===== src/hw/rtl/scpr_pkg.sv =====
// Shared constants for the second-chance page replacer.
// No dependencies; used by the top level, the RAM user and the checker.
package scpr_pkg;

  localparam int FRAMES    = 16;
  localparam int PAGE_BITS = 20;
  localparam int FRAME_W   = $clog2(FRAMES);
  localparam int CNT_W     = $clog2(FRAMES + 1);

  // Fixed port widths
  localparam int PAGE_W    = 20;
  localparam int SLOT_W    = 4;
  localparam int CFG_W     = 5;
  localparam int CFG_RESET = 16;

endpackage


===== src/hw/rtl/second_chance_page_replacer.sv =====
// Second-chance (clock) page replacer. Each item is one page reference and gives one
// result: hit and slot, or the slot filled on a fault and the page evicted, if any.
// One item is worked at a time. The page store is a one-port-read RAM scanned one
// entry per cycle, and the clock sweep moves the hand one frame per cycle.
// A result waits in an output register; the next item is taken while it waits.
// frames_in_use may only be written while no item is in flight.
module second_chance_page_replacer (
  input  logic                          clk,
  input  logic                          rst_n,
  input  logic                          in_valid,
  output logic                          in_stall,
  input  logic [scpr_pkg::PAGE_W-1:0]   in_page,
  output logic                          out_valid,
  input  logic                          out_stall,
  output logic                          out_hit,
  output logic [scpr_pkg::SLOT_W-1:0]   out_slot,
  output logic                          out_evicted,
  output logic [scpr_pkg::PAGE_W-1:0]   out_evicted_page,
  input  logic                          cfg_wr_en,
  input  logic [scpr_pkg::CFG_W-1:0]    cfg_wr_data
);
  import scpr_pkg::*;

  typedef enum logic [2:0] {
    ST_IDLE,
    ST_SEARCH,
    ST_SWEEP,
    ST_EVICT,
    ST_DONE
  } state_t;

  state_t               state_r;
  logic [CFG_W-1:0]     cfg_r;
  logic [CNT_W-1:0]     n_r;
  logic [CNT_W-1:0]     n_sel;
  logic [PAGE_BITS-1:0] page_r;
  logic [FRAMES-1:0]    valid_r;
  logic [FRAMES-1:0]    mark_r;
  logic [FRAME_W-1:0]   hand_r;
  logic [FRAME_W-1:0]   hand_inc;
  logic [CNT_W-1:0]     idx_r;
  logic                 cmp_v_r;
  logic [FRAME_W-1:0]   cmp_idx_r;

  // Pending result
  logic                 res_hit_r;
  logic [FRAME_W-1:0]   res_slot_r;
  logic                 res_evicted_r;
  logic [PAGE_BITS-1:0] res_evp_r;

  // Output register
  logic                 out_valid_r;
  logic                 out_hit_r;
  logic [SLOT_W-1:0]    out_slot_r;
  logic                 out_evicted_r;
  logic [PAGE_W-1:0]    out_evp_r;

  logic                 ram_we;
  logic [FRAME_W-1:0]   ram_waddr;
  logic                 ram_re;
  logic [FRAME_W-1:0]   ram_raddr;
  logic [PAGE_BITS-1:0] ram_rdata;

  logic                 fill_found;
  logic [FRAME_W-1:0]   fill_idx;
  logic                 search_hit;
  logic                 search_end;
  logic                 out_free;

  // Clamp the frame count to 1..FRAMES
  always_comb begin
    if (cfg_r == '0) begin
      n_sel = CNT_W'(1);
    end else if (int'(cfg_r) > FRAMES) begin
      n_sel = CNT_W'(FRAMES);
    end else begin
      n_sel = CNT_W'(cfg_r);
    end
  end

  // Lowest empty frame in use
  always_comb begin
    fill_found = 1'b0;
    fill_idx   = '0;
    for (int i = FRAMES - 1; i >= 0; i--) begin
      if ((CNT_W'(i) < n_r) && !valid_r[i]) begin
        fill_found = 1'b1;
        fill_idx   = FRAME_W'(i);
      end
    end
  end

  // Compare the entry read last cycle
  assign search_hit = cmp_v_r && valid_r[cmp_idx_r] && (ram_rdata == page_r);
  assign search_end = cmp_v_r && (CNT_W'(cmp_idx_r) == n_r - CNT_W'(1));

  // Hand step with wrap at the frame count
  assign hand_inc = (CNT_W'(hand_r) + CNT_W'(1) == n_r) ? '0 : hand_r + FRAME_W'(1);

  // Page store access
  always_comb begin
    ram_re    = 1'b0;
    ram_raddr = hand_r;
    ram_we    = 1'b0;
    ram_waddr = fill_idx;
    if (state_r == ST_SEARCH) begin
      ram_re    = idx_r < n_r;
      ram_raddr = idx_r[FRAME_W-1:0];
      ram_we    = !search_hit && search_end && fill_found;
    end else if (state_r == ST_SWEEP) begin
      ram_re    = mark_r[hand_r];
    end else if (state_r == ST_EVICT) begin
      ram_we    = 1'b1;
      ram_waddr = hand_r;
    end
  end

  scpr_ram #(
    .WIDTH (PAGE_BITS),
    .DEPTH (FRAMES)
  ) u_page_ram (
    .clk   (clk),
    .we    (ram_we),
    .waddr (ram_waddr),
    .wdata (page_r),
    .re    (ram_re),
    .raddr (ram_raddr),
    .rdata (ram_rdata)
  );

  assign out_free = !out_valid_r || !out_stall;
  assign in_stall = (state_r != ST_IDLE);

  // Sequencer, frame flags and registered outputs
  always_ff @(posedge clk) begin
    if (!rst_n) begin
      state_r     <= ST_IDLE;
      cfg_r       <= CFG_W'(CFG_RESET);
      valid_r     <= '0;
      mark_r      <= '0;
      hand_r      <= '0;
      out_valid_r <= 1'b0;
      cmp_v_r     <= 1'b0;
    end else begin
      if (cfg_wr_en) begin
        cfg_r <= cfg_wr_data;
      end
      // Drop the result once taken, unless a new one loads in its place
      if (out_valid_r && !out_stall && (state_r != ST_DONE)) begin
        out_valid_r <= 1'b0;
      end
      unique case (state_r)
        ST_IDLE: begin
          if (in_valid) begin
            page_r  <= in_page[PAGE_BITS-1:0];
            n_r     <= n_sel;
            idx_r   <= '0;
            cmp_v_r <= 1'b0;
            state_r <= ST_SEARCH;
          end
        end
        ST_SEARCH: begin
          cmp_v_r   <= idx_r < n_r;
          cmp_idx_r <= idx_r[FRAME_W-1:0];
          idx_r     <= idx_r + CNT_W'(1);
          if (search_hit) begin
            mark_r[cmp_idx_r] <= 1'b0;
            res_hit_r         <= 1'b1;
            res_slot_r        <= cmp_idx_r;
            res_evicted_r     <= 1'b0;
            res_evp_r         <= '0;
            state_r           <= ST_DONE;
          end else if (search_end) begin
            if (fill_found) begin
              valid_r[fill_idx] <= 1'b1;
              mark_r[fill_idx]  <= 1'b0;
              res_hit_r         <= 1'b0;
              res_slot_r        <= fill_idx;
              res_evicted_r     <= 1'b0;
              res_evp_r         <= '0;
              state_r           <= ST_DONE;
            end else begin
              // Restart the hand if the frame count shrank under it
              if (CNT_W'(hand_r) >= n_r) begin
                hand_r <= '0;
              end
              state_r <= ST_SWEEP;
            end
          end
        end
        ST_SWEEP: begin
          if (mark_r[hand_r]) begin
            state_r <= ST_EVICT;
          end else begin
            mark_r[hand_r] <= 1'b1;
            hand_r         <= hand_inc;
          end
        end
        ST_EVICT: begin
          valid_r[hand_r] <= 1'b1;
          mark_r[hand_r]  <= 1'b0;
          res_hit_r       <= 1'b0;
          res_slot_r      <= hand_r;
          res_evicted_r   <= 1'b1;
          res_evp_r       <= ram_rdata;
          hand_r          <= hand_inc;
          state_r         <= ST_DONE;
        end
        ST_DONE: begin
          if (out_free) begin
            out_valid_r   <= 1'b1;
            out_hit_r     <= res_hit_r;
            out_slot_r    <= SLOT_W'(res_slot_r);
            out_evicted_r <= res_evicted_r;
            out_evp_r     <= PAGE_W'(res_evp_r);
            state_r       <= ST_IDLE;
          end
        end
        default: begin
          state_r <= ST_IDLE;
        end
      endcase
    end
  end

  assign out_valid        = out_valid_r;
  assign out_hit          = out_hit_r;
  assign out_slot         = out_slot_r;
  assign out_evicted      = out_evicted_r;
  assign out_evicted_page = out_evp_r;

endmodule


===== src/hw/rtl/scpr_ram.sv =====
// Generic single-write, single-read synchronous RAM with registered read data.
// No dependencies.
module scpr_ram #(
  parameter int WIDTH = 8,
  parameter int DEPTH = 16
) (
  input  logic                     clk,
  input  logic                     we,
  input  logic [$clog2(DEPTH)-1:0] waddr,
  input  logic [WIDTH-1:0]         wdata,
  input  logic                     re,
  input  logic [$clog2(DEPTH)-1:0] raddr,
  output logic [WIDTH-1:0]         rdata
);

  logic [WIDTH-1:0] mem [DEPTH];

  // Write port and registered read port
  always_ff @(posedge clk) begin
    if (we) begin
      mem[waddr] <= wdata;
    end
    if (re) begin
      rdata <= mem[raddr];
    end
  end

endmodule


===== config.mk =====
export PLATFORM = sky130hd
export DESIGN_NAME = second_chance_page_replacer
export DESIGN_NICKNAME = d
export VERILOG_FILES = /design/src/hw/rtl/scpr_pkg.sv /design/src/hw/rtl/second_chance_page_replacer.sv /design/src/hw/rtl/scpr_ram.sv
export SDC_FILE = /design/constraint.sdc
export NUM_CORES = 1
export LEC_CHECK = 0
export BUFFER_PORTS_ARGS = -buffer_cell sky130_fd_sc_hd__buf_2
export CELL_PAD_IN_SITES_DETAIL_PLACEMENT = 0
export CELL_PAD_IN_SITES_GLOBAL_PLACEMENT = 1
export CORE_ASPECT_RATIO = 1.1
export CORE_MARGIN = 4
export CORE_UTILIZATION = 42
export CTS_CLUSTER_DIAMETER = 60
export CTS_CLUSTER_SIZE = 14
export DETAILED_ROUTE_END_ITERATION = 10
export PLACE_DENSITY = 0.67
export SYNTH_ARGS = -nofsm -noshare
export SYNTH_HDL_FRONTEND = slang
export SYNTH_SLANG_ARGS = --single-unit

===== constraint.sdc =====
create_clock -name clk -period 9 [get_ports clk]
set_input_delay 0.9 -clock clk [delete_from_list [all_inputs] [get_ports clk]]
set_output_delay 0.9 -clock clk [all_outputs]
set_load 0.05 [all_outputs]

Yosys cells after proc, flatten, opt, wreduce, memory -nomap -nowiden
Memory sizes are Yosys's and may differ from the RTL's. A register that Yosys moved wholly into a read port is not among the register bits. Cells that the tools add are included.

Bits in registers: 132. Bits in latches: 0. RAM bits: 320. Bits in read-only memories: 0. Input port bits: 30. Output and inout bits: 28. Logic and storage cells: 239. Memories: 1.

Memories: u_page_ram.mem (depth 16, bits a word 20, rd ports 1, clocked after Yosys merged registers in 1, wr ports 1, line scpr_ram.sv:16) `logic [WIDTH-1:0] mem [DEPTH];`.

$add $sub $neg: 4. Multiply operators: 0. Divide/modulo/power cells: 0. $lt $le $gt $ge: 25. Equal/unequal tests: 19. Shift-type cells: 0. Mux-type cells: 98. Bitwise gates (word level): 9. Reductions and logical operators: 63.

Operators with widths (number): $mux 4 (29); $mux 16 (7); $mux 20 (3); $and 16x16->16 (3); $not 16->16 (3); $or 16x16->16 (3); $pmux 16 s3 (1); $lt 4x5->1 const A (8); $pmux 20 s2 (1); $mux 1 (36); $pmux 16 s2 (1); $logic_and 1x1->1 (26); $eq 20x20->1 (1); $lt 3x5->1 const A (4); $logic_not 1->1 (19); $mux 3 (6); $reduce_and 4->1 (4); $lt 4x5->1 const B (3); $pmux 3 s5 (1); $ne 2x2->1 const B (7); $demux 1 s4 (3); $ge 4x1->1 const B (3); $pmux 4 s3 (1); $lt 1x5->1 const A (2); other kinds (29) (43).

Depth between registers and ports, before layout
Gate-level depths: netlist (run 1).

Word-level depth: 28. Mapped depth: 14. Mapped depth without buffers: 10.

Cells and area by module
A second synthesis (run 1) with hierarchy kept.

Cell total of the unflattened synthesis: 1201. Area total of the unflattened synthesis: 20058.0 um^2.

Modules (own cells, without submodules): scpr_ram (instances 1, cells an instance 533, area each 12731.0 um^2, seq. area each 10209.8 um^2); second_chance_page_replacer (instances 1, cells an instance 668, area each 7327.0 um^2, seq. area each 3503.4 um^2).

Least setup slack after synthesis (run 1)
OpenSTA, ideal clock, no wires.

Path type: reg-to-reg. From: reg n_r[1]. To: mem u_page_ram.mem[0][0] (netlist bit) (enable). Setup time: 0.422 ns. Arrival time: 3.745 ns. Data required time: 8.578 ns. Setup slack: 4.833 ns. Cell stages (with the launch flop): 14. Buffers on the path: 3. Clock period less this slack: 4.167 ns. Cell sequence: edfxtp_1 > buf_2 > buf_2 > inv_1 > ha_1 > xnor2_1 > a21oi_1 > o2111ai_1 > a211oi_1 > nand3b_1 > a21oi_1 > buf_2 > nand2_1 > nor3_1.

Longest elaborated chain between the ends: 22. Elaborated cells on any way between the ends: 75. Those cells by class: add/sub (1); order compare (16); eq/ne (1); mux (38); reduce/logical (19).

RTL lines: from (decl) (line second_chance_page_replacer.sv:34) `logic [CNT_W-1:0] n_r;`; from (signal assigned) (line second_chance_page_replacer.sv:156) `n_r <= n_sel;`; $lt 4x5->1 (line second_chance_page_replacer.sv:86) `if ((CNT_W'(i) < n_r) && !valid_r[i]) begin`; $logic_and 1x1->1 (line second_chance_page_replacer.sv:86); $mux 1 (16 in series) (line second_chance_page_replacer.sv:86); $logic_and 1x1->1 (line second_chance_page_replacer.sv:109) `ram_we = !search_hit && search_end && fill_found;`; $mux 1 (line second_chance_page_replacer.sv:106) `if (state_r == ST_SEARCH) begin`; $mux 1 (line scpr_ram.sv:20) `if (we) begin`; $mux 1 (implied by the code) (line scpr_ram.sv:21) `mem[waddr] <= wdata;`; to (decl) (line scpr_ram.sv:16).

Several ways; a longest one is shown, not always the timed one.

Final worst setup path (run 1)
From: reg n_r[1]. To: mem u_page_ram.mem[14][13] (netlist bit) (enable).

Same word-level chain as after synthesis.

==> metrics.md, run 1 <==
| Metric | Value |
|---|---|
| Setup violations, final | 0 |
| Sink of the worst hold path | out_evicted_page[17] |
| R2r setup slk | 4700 ps |
| Clk slew on worst S/H paths | 60 ps |
| CTS buffer count | between 40 and 50 |
| Final min period | ~4300 ps |
| Area of the multi-input gates | 5827 µm² |
| Initial antenna violation count | 2 |
| P_leak | 7.358 nW |
| Number of global-route vias before repair | 11.43k |
| Top Ports | slightly below 60 |
| Ys flop type | edfxtp_1 |
| Top cells by area, synth | edfxtp_1 (65%), mux4_2 (9.7%), dfxtp_1 (4.6%) |
| Placed inst area | 20840 µm² |
| DIE WIDTH | 215.1 µm |
| Crit-path cells | inv_1, ha_1, xnor2_1, a21oi_1, o2111ai_1, a211oi_1, nand3b_1, a21oi_1, buf_4, or3b_2, nor2_2, buf_4 |
| Drt first pass iters | 5 |
| Post-synth ARST share | 0 |
| Seq/Total Area, Yosys | 0.6917 |
| Total grt overflow | 0 |
| Yosys warns | 0 |
| Synth Area in Compound Gates | 0.06930 |
| Max_slew headroom | 0.2464 |
| WHS | 419.8 ps |
| Setup CP Type | flip-flop to flip-flop |
| Tightest Pin Transition | 1130 ps |
| Top cell type by total area after synthesis | edfxtp_1 |
| Setup repair after global routing missed its margin | false |
| Die H | roughly 240 µm |
| Die area | ~50000 µm² |
| Post-synth EDFFs | 426 |
| First-pass GRT wire length | 73740 µm |
| Power per cell area | around 200 nW/µm² |
| Crit path largest cell delay | 770 ps |
| CORE AREA | 46730 µm² |
| Tot GR Track Use | 0.1907 |
| Post-CTS sizing | 0 |
| Initial Utilization | 0.4242 |
| Cell Area, Synth | between 15000 and 20000 µm² |
| Row cnt | 83 |
| Worst R2R Start | n_r[1] |
| Nets | 1332 |
| DRC errors left | 0 |
| DR iter-0 viols | 1146 |
| Routability Congestion | 0.8443 |
| CTS H-tree depth | 2 |
| Diode count | 0 |
| Critical path startpoint category | flip-flop |
| Fmax | 232.7 MHz |
| Fraction of synthesized area in multiplexers | 0.1077 |
| Overall power after layout | approximately 4.4 mW |
| Largest net degree at the start of global routing | 56 |
| Top cell family by delay on the critical path | simple AND/OR/NAND/NOR gates |
| # clock sinks | 472 |
| Synth Area in Adders | 0.01073 |
| Critical Path Sink Type | flip-flop |
| Reg2reg end | u_page_ram.mem[14][13] |
| Yosys reg bits | 472 |
| CP Max Fanout | 20 |
| Maximum VDD drop | about 0.14 mV |
| # Post-CTS Setup Buffers | 0 |
| Worst path slowest cell | edfxtp_1 |
| Run status | completed |
| Root buf cell | clkbuf_16 |
| Max Clock Skew | 19.49 ps |
| # hold bufs at CTS | 0 |
| Final instance area | approximately 22000 µm² |
| HPWL Detailed | around 30000 µm |
| Fin crit share | 0.4774 |
| FF/Latch Area | 13710 µm² |
| Avg Inst Size Synth | 16.21 µm² |
| Worst hold path cell count | 0 |
| Routed Antenna Nets | 0 |
| CTS tree | done |
| Main combinational cell family by area after synthesis | multiplexers |
| Mapped Cells | 1223 |
| Netlist cell types | 70 |
| Top-count cell post-synth | edfxtp_1 |
| Hold Path Origin | res_evp_r[17] |
| XOR/XNOR Fraction of Synth Area | 0.01325 |
| Final Hold Vio Count | 0 |
| Clock Latency Late Sink | 590 ps |
| Syn_nets | 1270 |
| Post-DR wirelength/cell | 25.50 µm |
| Max cap viols | 0 |
| Area growth, synth to finish | 11.95% |
| WP data arrival | 4560 ps |
| Required time worst endpoint | 9260 ps |
| Max Root-Sink Buffers | 3 |
| Fillers | about 4k |
| Vias/cell | 5.862 |
| HP Class | flip-flop to flip-flop |
| IO buf count | 57 |
| WL final | 48530 µm |
| Top-area cell type share of the netlist area | 0.6453 |
| Max-slew violations | 0 |
| Final setup TNS | 0 ps |
| FF-to-FF path depth | 12 |
| Via count | approximately 11k |
| Synth cell count leaders | edfxtp_1 (426), nand2_1 (94), mux4_2 (85) |
| Share of layout cells above drive strength 1 | 0.2064 |
| Synth Area in Simple Gates | 0.08741 |
| Buffers & Inverters on Critical Path | 3 |
==> cells in the final DEF (no fill, tap or decap), types with 17 or more instances in the layout <==
cell       Yosys  final
clkbuf_16      0     45
a31oi_1       22     22
a21oi_1       33     32
and2_1        30     30
a221oi_1      24     24
nor3b_1       18     18
ha_1          17     17
mux4_2        85     85
o21ai_0       20     19
a211oi_1      24     24
nand2_1       94     94
nand3_1       19     19
buf_4          7     30
edfxtp_1     426    426
buf_2         17     57
nor2_1        64     51
xor2_1        20     20
and3_1        28     27
dfxtp_1       46     46
==> metal layers <==
| layer | routed length [µm] | vias up | GRT usage |
|---|---|---|---|
| li1 | - | 4980 | - |
| met1 | 20890 | 5766 | 0.2638 |
| met2 | 24260 | 339 | 0.3210 |
| met3 | 2363 | 70 | 0.02538 |
| met4 | 1015 | 0 | 0.05154 |
| met5 | 0 | - | 0 |
==> report_power, final <==
group / internal, mW / switching, mW / leakage [nW]
registers: 2.40 / 0.0442 / 4.28
clock network: 0.963 / 0.821 / 0.651
logic: 0.0805 / 0.110 / 2.42
total: 3.44 / 0.976 / 7.36
==> cell families (layout without fill, tap and decap cells) <==
kind of cell,count (synthesis),in the layout
compound gates,187,187
xor+xnor,30,30
fa+ha+maj,17,17
buf+inv,84,169
flops,472,472
mux,102,102
simple gates,331,331
==> registers in the layout, indices dropped and copies added, names as in the netlist, 16 cells and up <==
name,cells
mark_r,16
out_evicted_page,20
page_r,20
res_evp_r,20
u_page_ram.mem,320
u_page_ram.rdata,20
valid_r,16
==> area by class of cell <==
cell class,instances,area share
tap,595,0.03355
sequential,472,0.6179
multi-input combinational,667,0.2626
inverter,13,0.002199
clock inverter,12,0.008006
clock buffer,57,0.05277
timing repair buffer,87,0.02300
==> stage by stage <==
step             util  setup slack, ps  cells
3_3_place_gp   0.4460             4783   1834
3_5_place_dp   0.4460             4712   1834
6_report       0.4749             4703   1903
2_1_floorplan       -             4833   1223
5_1_grt        0.4749             4402   1903
4_1_cts        0.4749             4705   1903
==> how the worst max path moves through the flow <==
| stage | startpoint | slack (ps) | cells past startpoint | endpoint |
|---|---|---|---|---|
| 6_report | n_r[1] | 4700 | 12 | u_page_ram.mem[14][13] |
| 5_1_grt | n_r[1] | 4400 | 12 | u_page_ram.mem[14][13] |
| 4_1_cts | n_r[1] | 4700 | 12 | u_page_ram.mem[14][13] |
| 3_5_place_dp | n_r[1] | 4710 | 12 | u_page_ram.mem[14][18] |
| 3_3_place_gp | state_r[2] | 4780 | 9 | u_page_ram.rdata[18] |
| 2_1_floorplan | n_r[1] | 4830 | 13 | u_page_ram.mem[0][0] |
Note: power is estimated with default switching activity, not from simulation.
==> run 2: changes to the inputs <==
Settings changed: ABC_AREA from default to 1, PLACE_DENSITY 0.67 to 0.7.
Clock period 9 ns to 4.1 ns, I/O delays scaled along.
==> run 2 against run 1 <==
Worst setup slack worse by 4300 ps. Final cell count is 38% higher. Non-clock buffer count is 70 higher. Clock-buffer cell count is 6 lower. Die area is 3.0% higher. Wire length is 25% higher. Largest cell class unchanged.
==> metrics.md, run 2 <==
| Metric | Value |
|---|---|
| Clock share of power | 0.224 (-0.180) |
| Maximum VDD drop | 0.4077 mV (+200%) |
| CTS H-tree depth | 2 (unchanged) |
| CP Max Fanout | 20 (unchanged) |
| # Post-CTS Setup Buffers | 0 (unchanged) |
| Fmax | 268.8 MHz (+15%) |
| Top cell type by total area after synthesis | edfxtp_1 |
| Worst path slowest cell | edfxtp_1 |
| Die area | 52280 µm² (+3.0%) |
| Via count | 14.64k (+31%) |
| Largest net degree at the start of global routing | 53 (-5.4%) |
| Logic gate share of total power | 0.420 (+0.377) |
| WP data arrival | 3960 ps (-600 ps) |
| Reg power frac | 0.357 (-0.196) |
| Power per cell area | 731.4 nW/µm² (+270%) |
| Top-area cell type share of the netlist area | 0.6256 (-0.01966) |
| Post-CTS sizing | 0 (unchanged) |
| Critical Path Sink Type | flip-flop |
| IO buf count | 57 (unchanged) |
| Run status | completed |
| Internal power | 9.934 mW (+190%) |
| DR iter-0 viols | 1697 (+48%) |
| Final core occ | 0.4888 (+0.01391) |
| Cell Area, Synth | 20450 µm² (+3.1%) |
| Nets | 2006 (+51%) |
| Setup CP Type | flip-flop to flip-flop |
| Post-synth ARST share | 0 (unchanged) |
| Crit-path cells | inv_4, nand2_1, a21oi_1, or2_1, nand2_1, nor2_2, o21ai_1, a21oi_1, inv_1, o21ai_1, nand3_1, nor2_2, buf_4 |
| Area growth, synth to finish | 14.82% |
| Top cells by area, synth | edfxtp_1 (63%), nor2_1 (6.7%), o21ai_0 (5.2%) |
| Required time worst endpoint | 4340 ps (-4920 ps) |
| Critical path startpoint category | flip-flop |
| Netlist cell types | 53 (-24%) |
| Row cnt | 84 (+1.2%) |
| Ys flop type | edfxtp_1 |
| # clock sinks | 472 (unchanged) |
| Share of layout cells above drive strength 1 | 0.1456 (-0.06082) |
| Max-slew violations | 0 (unchanged) |
| Fillers | 4359 (+9.5%) |
| Root buf cell | clkbuf_16 |
| Yosys warns | 0 (unchanged) |
| Clock Latency Late Sink | 590 ps (about the same) |
| Initial Utilization | 0.4257 (+0.001502) |
| Setup violations, final | 0 (unchanged) |
| HPWL Detailed | 41530 µm (+40%) |
| Post-Place Setup Slack | 418.1 ps (-4294 ps) |
| DRC errors left | 0 (unchanged) |
| FF/Latch Area | 13710 µm² (unchanged) |
| R2r setup slk | 380 ps (-4320 ps) |
| Max Clock Skew | 36.12 ps (+16.63 ps) |
| DIE WIDTH | 218.4 µm (+1.5%) |
| Net Sw Power | 7.237 mW (+640%) |
| Post-synth EDFFs | 426 (unchanged) |
| Routed Antenna Nets | 0 (unchanged) |
| Max cap viols | 0 (unchanged) |
| Number of global-route vias before repair | 14.13k (+24%) |
| Die H | 239.4 µm (+1.5%) |
| Initial antenna violation count | 4 (+2) |
| Commonest cells after routing, fill and taps aside | edfxtp_1 (426), nor2_1 (347), o21ai_0 (210) |
| Crit path largest cell delay | 570 ps (-200 ps) |
| CORE AREA | 48030 µm² (+2.8%) |
| Avg Inst Size Synth | 11.09 µm² (-32%) |
| Drt first pass iters | 6 (+1) |
| Final setup TNS | 0 ps (unchanged) |
| Reg with most FFs | u_page_ram.mem |
| Largest register FFs | 320 (unchanged) |
| Tot GR Track Use | 0.2297 (+0.03901) |
| Mapped Cells | 1843 (+51%) |
| Total grt overflow | 0 (unchanged) |
| Top Ports | 58 (unchanged) |
| Clk slew on worst S/H paths | 70 ps (about the same) |
| CTS tree | done |
| HP Class | input pin to flip-flop |
| Routability Congestion | 0.9069 (+7.4%) |
| Post-DR wirelength/cell | 23.05 µm (-9.6%) |
| Final cell count without fillers | 2623 (+38%) |
| Syn_nets | 1890 (+49%) |
| Yosys reg bits | 472 (unchanged) |
| Commonest non-fill, non-tap cell in the layout | edfxtp_1 |
| First-pass GRT wire length | 89420 µm (+21%) |
| P_leak | 8.151 nW (+11%) |
| Switch share | 0.4215 (+0.2008) |
| Final min period | 3720 ps (-576.5 ps) |
| Final Hold Vio Count | 0 (unchanged) |
| Fin crit share | 0.9074 (+0.4300) |
| Diode count | 0 (unchanged) |
| Vias/cell | 5.580 (-4.8%) |
| Max Root-Sink Buffers | 3 (unchanged) |
| CTS buffer count | 44 (unchanged) |
| Setup repair after global routing missed its margin | false |
| Tightest Pin Transition | 804.4 ps (-325.9 ps) |
| Top-count cell post-synth | edfxtp_1 |
| Setup ws final | 379.8 ps (-4323 ps) |
| WL final | 60450 µm (+25%) |
| Seq/Total Area, Yosys | 0.6707 (-0.02108) |
| Synth cell count leaders | edfxtp_1 (426), nor2_1 (365), o21ai_0 (212) |
| Area of the multi-input gates | 5927 µm² (+1.7%) |
| Max_slew headroom | 0.4578 (+0.2114) |
| WHS | 34.45 ps (-385.3 ps) |
| Post-Place Cells | 2540 (+38%) |
-- run 2: cell types whose count changed in the layout (fill, tap and decap cells not counted), moves of 20 or more --
cell      before  now
nor2_1        51  347
o21ai_0       19  210
inv_1         12  114
mux4_2        85    0
nand2_1       94  178
o211ai_1       4   57
buf_4         30   71
a21oi_1       32   62
and2_1        30    0
o32ai_1        1   30
and3_1        27    1
nand3_1       19   44
a221oi_1      24    1
inv_2          0   20
-- run 2: timing repair --
action,4_1_cts,5_1_grt
setup endpoints to repair,0,0
hold buffers,18,0
hold endpoints to repair,18,0
-- run 2: logic make-up after synthesis --
logic type	Yosys count	share of synthesized area
XOR/XNOR	13	0.005569
AO/OA/AOI/OAI	439	0.1286
AND/OR/NAND/NOR	675	0.1407
flip-flops	472	0.6707
adder cells (fa/ha/maj)	17	0.01040
buffers and inverters	227	0.04400
-- run 2: path summary, 6_finish.rpt --
kind	endpoint	from	cells past startpoint
worst min-delay path	page_r[12]	in_page[12]	1
worst min register to register	out_evicted_page[8]	res_evp_r[8]	0
worst max register to register	u_page_ram.mem[12][0]	n_r[2]	13
worst max-delay path	u_page_ram.mem[12][0]	n_r[2]	13
-- run 2: area by class of cell --
cell class | count | area share
repair buffers | 157 | 0.05191
inverters | 140 | 0.02270
multi-input cells | 1144 | 0.2525
well taps | 645 | 0.03437
clock inverters | 14 | 0.005543
flip-flops and latches | 472 | 0.5841
clock buffers | 51 | 0.04892
-- run 2: worst max-delay path: cells and delay by family, from the launching register on --
kind                   cells  cell delay (ps)
AOI/OAI and AO/OA          4             1120
and+or+nand+nor            6             1060
buffers and inverters      3              600
DFF                        1              570
-- run 2: through the flow --
stage | total power, mW | cell area (µm²)
floorplan | 10.34 | 20450
global placement | 13.38 | 22020
detailed placement | 13.40 | 22020
CTS | 17.26 | 23480
global route | 18.09 | 23480
finish | 17.17 | 23480
-- run 2: power groups by stage --
stage / clock network (mW) / registers, mW / logic (mW)
after CTS: 3.93 / 6.12 / 7.21
after global routing: 4.13 / 6.15 / 7.81
after global placement: 0 / 6.22 / 7.17
final: 3.84 / 6.12 / 7.20
after detailed placement: 0 / 6.22 / 7.17
after floorplan: 0 / 6.18 / 4.17
-- run 2: routing by layer --
| metal | up-vias | part of all wire | global-route usage | wire length [µm] |
|---|---|---|---|---|
| li1 | 6796 | - | - | - |
| met1 | 7176 | 0.43 | 0.3188 | 25960 |
| met2 | 557 | 0.48 | 0.3761 | 28790 |
| met5 | - | 0 | 0 | 0 |
| met3 | 107 | 0.065 | 0.03502 | 3911 |
| met4 | 0 | 0.030 | 0.07144 | 1792 |
==> run 3: changes to the inputs <==
Settings changed: CORE_UTILIZATION 42 to 50, PLACE_DENSITY 0.7 to 0.81.
==> run 3 against run 2 <==
Core utilization grew 8.3 points. Global-route usage grew 1.6 points. Final area shrank 1.9%. Die area shrank 15%. Non-clock buffer count shrank 23. First-iteration DRC count shrank 25%. Clock power shrank 3%. Wire length shrank 9.2%.
==> metrics.md, run 3 (synthesis results as in run 2) <==
| Metric | Value |
|---|---|
| Run status | completed |
| Post-DR wirelength/cell | 22.23 µm (-3.5%) |
| Number of global-route vias before repair | 14.07k (-0.42%) |
| Die H | 220.1 µm (-8.1%) |
| Commonest cells after routing, fill and taps aside | edfxtp_1 (426), nor2_1 (347), o21ai_0 (210) |
| DIE WIDTH | 200.8 µm (-8.0%) |
| Final setup TNS | 0 ps (unchanged) |
| Routed Antenna Nets | 0 (unchanged) |
| Post-Place Cells | 2402 (-5.4%) |
| # Post-CTS Setup Buffers | 0 (unchanged) |
| Setup CP Type | flip-flop to flip-flop |
| Clk slew on worst S/H paths | 70 ps (about the same) |
| Post-Place Setup Slack | 630.1 ps (+211.9 ps) |
| Fillers | 3412 (-22%) |
| Max Root-Sink Buffers | 3 (unchanged) |
| Initial antenna violation count | 0 (-4) |
| Top Ports | 58 (unchanged) |
| Maximum VDD drop | 0.5899 mV (+45%) |
| Setup repair after global routing missed its margin | false |
| WL final | 54890 µm (-9.2%) |
| Initial Utilization | 0.5077 (+0.08203) |
| CTS buffer count | 43 (-2.3%) |
| Critical Path Sink Type | flip-flop |
| Max_slew headroom | 0.3397 (-0.1182) |
| First-pass GRT wire length | 83890 µm (-6.2%) |
| Crit-path cells | inv_1, ha_1, xnor2_1, xor2_1, nor2_1, o2111ai_1, o41ai_2, nand3_1, nor2_2, buf_4 |
| Fin crit share | 0.8609 (-0.04645) |
| Die area | 44200 µm² (-15%) |
| Reg with most FFs | u_page_ram.mem |
| DR iter-0 viols | 1274 (-25%) |
| Row cnt | 77 (-8.3%) |
| Total grt overflow | 0 (unchanged) |
| Worst hold path cell count | 1 (unchanged) |
| HP Class | input pin to flip-flop |
| Critical path startpoint category | flip-flop |
| P_leak | 8.021 nW (-1.6%) |
| CTS H-tree depth | 2 (unchanged) |
| Setup ws final | 570.2 ps (+190.5 ps) |
| Overall power after layout | 16.36 mW (-4.7%) |
| Via count | 14.35k (-2.0%) |
| Area of the multi-input gates | 5932 µm² (about the same) |
| Diode count | 0 (unchanged) |
| Max Clock Skew | 20.28 ps (-15.83 ps) |
| Fmax | 283.3 MHz (+5.4%) |
| Tot GR Track Use | 0.2462 (+0.01644) |
| HPWL Detailed | 37600 µm (-9.5%) |
| Post-CTS sizing | 0 (unchanged) |
| CTS tree | done |
| Share of layout cells above drive strength 1 | 0.1442 (-0.001430) |
| Area growth, synth to finish | 12.60% |
| CP Max Fanout | 9 (-55%) |
| Required time worst endpoint | 4350 ps (about the same) |
| Drt first pass iters | 5 (-1) |
| Largest register FFs | 320 (unchanged) |
| Largest net degree at the start of global routing | 106 (+100%) |
| Final min period | 3530 ps (-190.5 ps) |
| CORE AREA | 40270 µm² (-16%) |
| Routability Congestion | 0.9510 (+4.9%) |
| Final Hold Vio Count | 0 (unchanged) |
| Vias/cell | 5.811 (+4.1%) |
| # clock sinks | 472 (unchanged) |
| DRC errors left | 0 (unchanged) |
| Setup violations, final | 0 (unchanged) |
| FF-to-FF path depth | 10 (-3) |
| Root buf cell | clkbuf_16 |
| Clock Latency Late Sink | 560 ps (-30 ps) |
| Worst path slowest cell | edfxtp_1 |
| Tightest Pin Transition | 988.2 ps (+183.7 ps) |
| Commonest non-fill, non-tap cell in the layout | edfxtp_1 |
| IO buf count | 57 (unchanged) |
| Crit path largest cell delay | 580 ps (about the same) |
| Max cap viols | 0 (unchanged) |
| Max-slew violations | 0 (unchanged) |
| Power per cell area | 710.6 nW/µm² (-2.8%) |
| Nets | 1982 (-1.2%) |
| WP data arrival | 3780 ps (-180 ps) |
| FF/Latch Area | 13710 µm² (unchanged) |
| Final cell count without fillers | 2469 (-5.9%) |
run 3: through the flow:
step / utilization / hold WS (ps) / area (µm²)
6_report: 0.5717 / 26.84 / 23020
4_1_cts: 0.5717 / 1.071 / 23020
2_1_floorplan: - / 400.3 / 20450
3_5_place_dp: 0.5401 / 404.5 / 21750
5_1_grt: 0.5717 / 1.116 / 23020
3_3_place_gp: 0.5401 / 402.6 / 21750
run 3: cell type report:
type	instances	area share
Sequential cell	472	0.5956
Inverter	140	0.02315
Clock buffer	52	0.04913
Clock inverter	14	0.005706
Multi-Input combinational cell	1144	0.2576
Tap cell	513	0.02788
Timing Repair Buffer	134	0.04087
run 3: worst paths after layout:
| kind | slack, ps | endpoint | from |
|---|---|---|---|
| worst max-delay path | 570 | u_page_ram.mem[6][7] | n_r[0] |
| worst min-delay path | 30 | page_r[3] | in_page[3] |
| worst max register to register | 570 | u_page_ram.mem[6][7] | n_r[0] |
| worst min register to register | 420 | out_slot[0] | res_slot_r[0] |
run 3: metal layers:
metal / up-vias / global-route usage / wire length [µm]
met5: - / 0 / 0
met4: 0 / 0.08330 / 1714
li1: 6739 / - / -
met1: 7037 / 0.3245 / 22880
met2: 486 / 0.4288 / 27450
met3: 86 / 0.02943 / 2837
run 3: power by group:
part | total, mW | switching [mW] | internal, mW | leakage, nW
combinational | 6.47 | 4.58 | 1.89 | 3.18
clock | 3.74 | 1.71 | 2.03 | 0.612
sequential | 6.15 | 0.325 | 5.83 | 4.23
run 3: critical path: cells and delay by family, from the launching register on:
kind	cells	cell delay, ps
simple gates	3	860
compound gates	2	760
flops	1	580
buf+inv	2	460
xor+xnor	2	290
fa+ha+maj	1	280
run 3: what timing repair did:
| item | 4_1_cts | 5_1_grt |
|---|---|---|
| hold buffers | 1 | 0 |
| endpoints found under the hold margin | 1 | 0 |
| endpoints found under the setup margin | 0 | 0 |
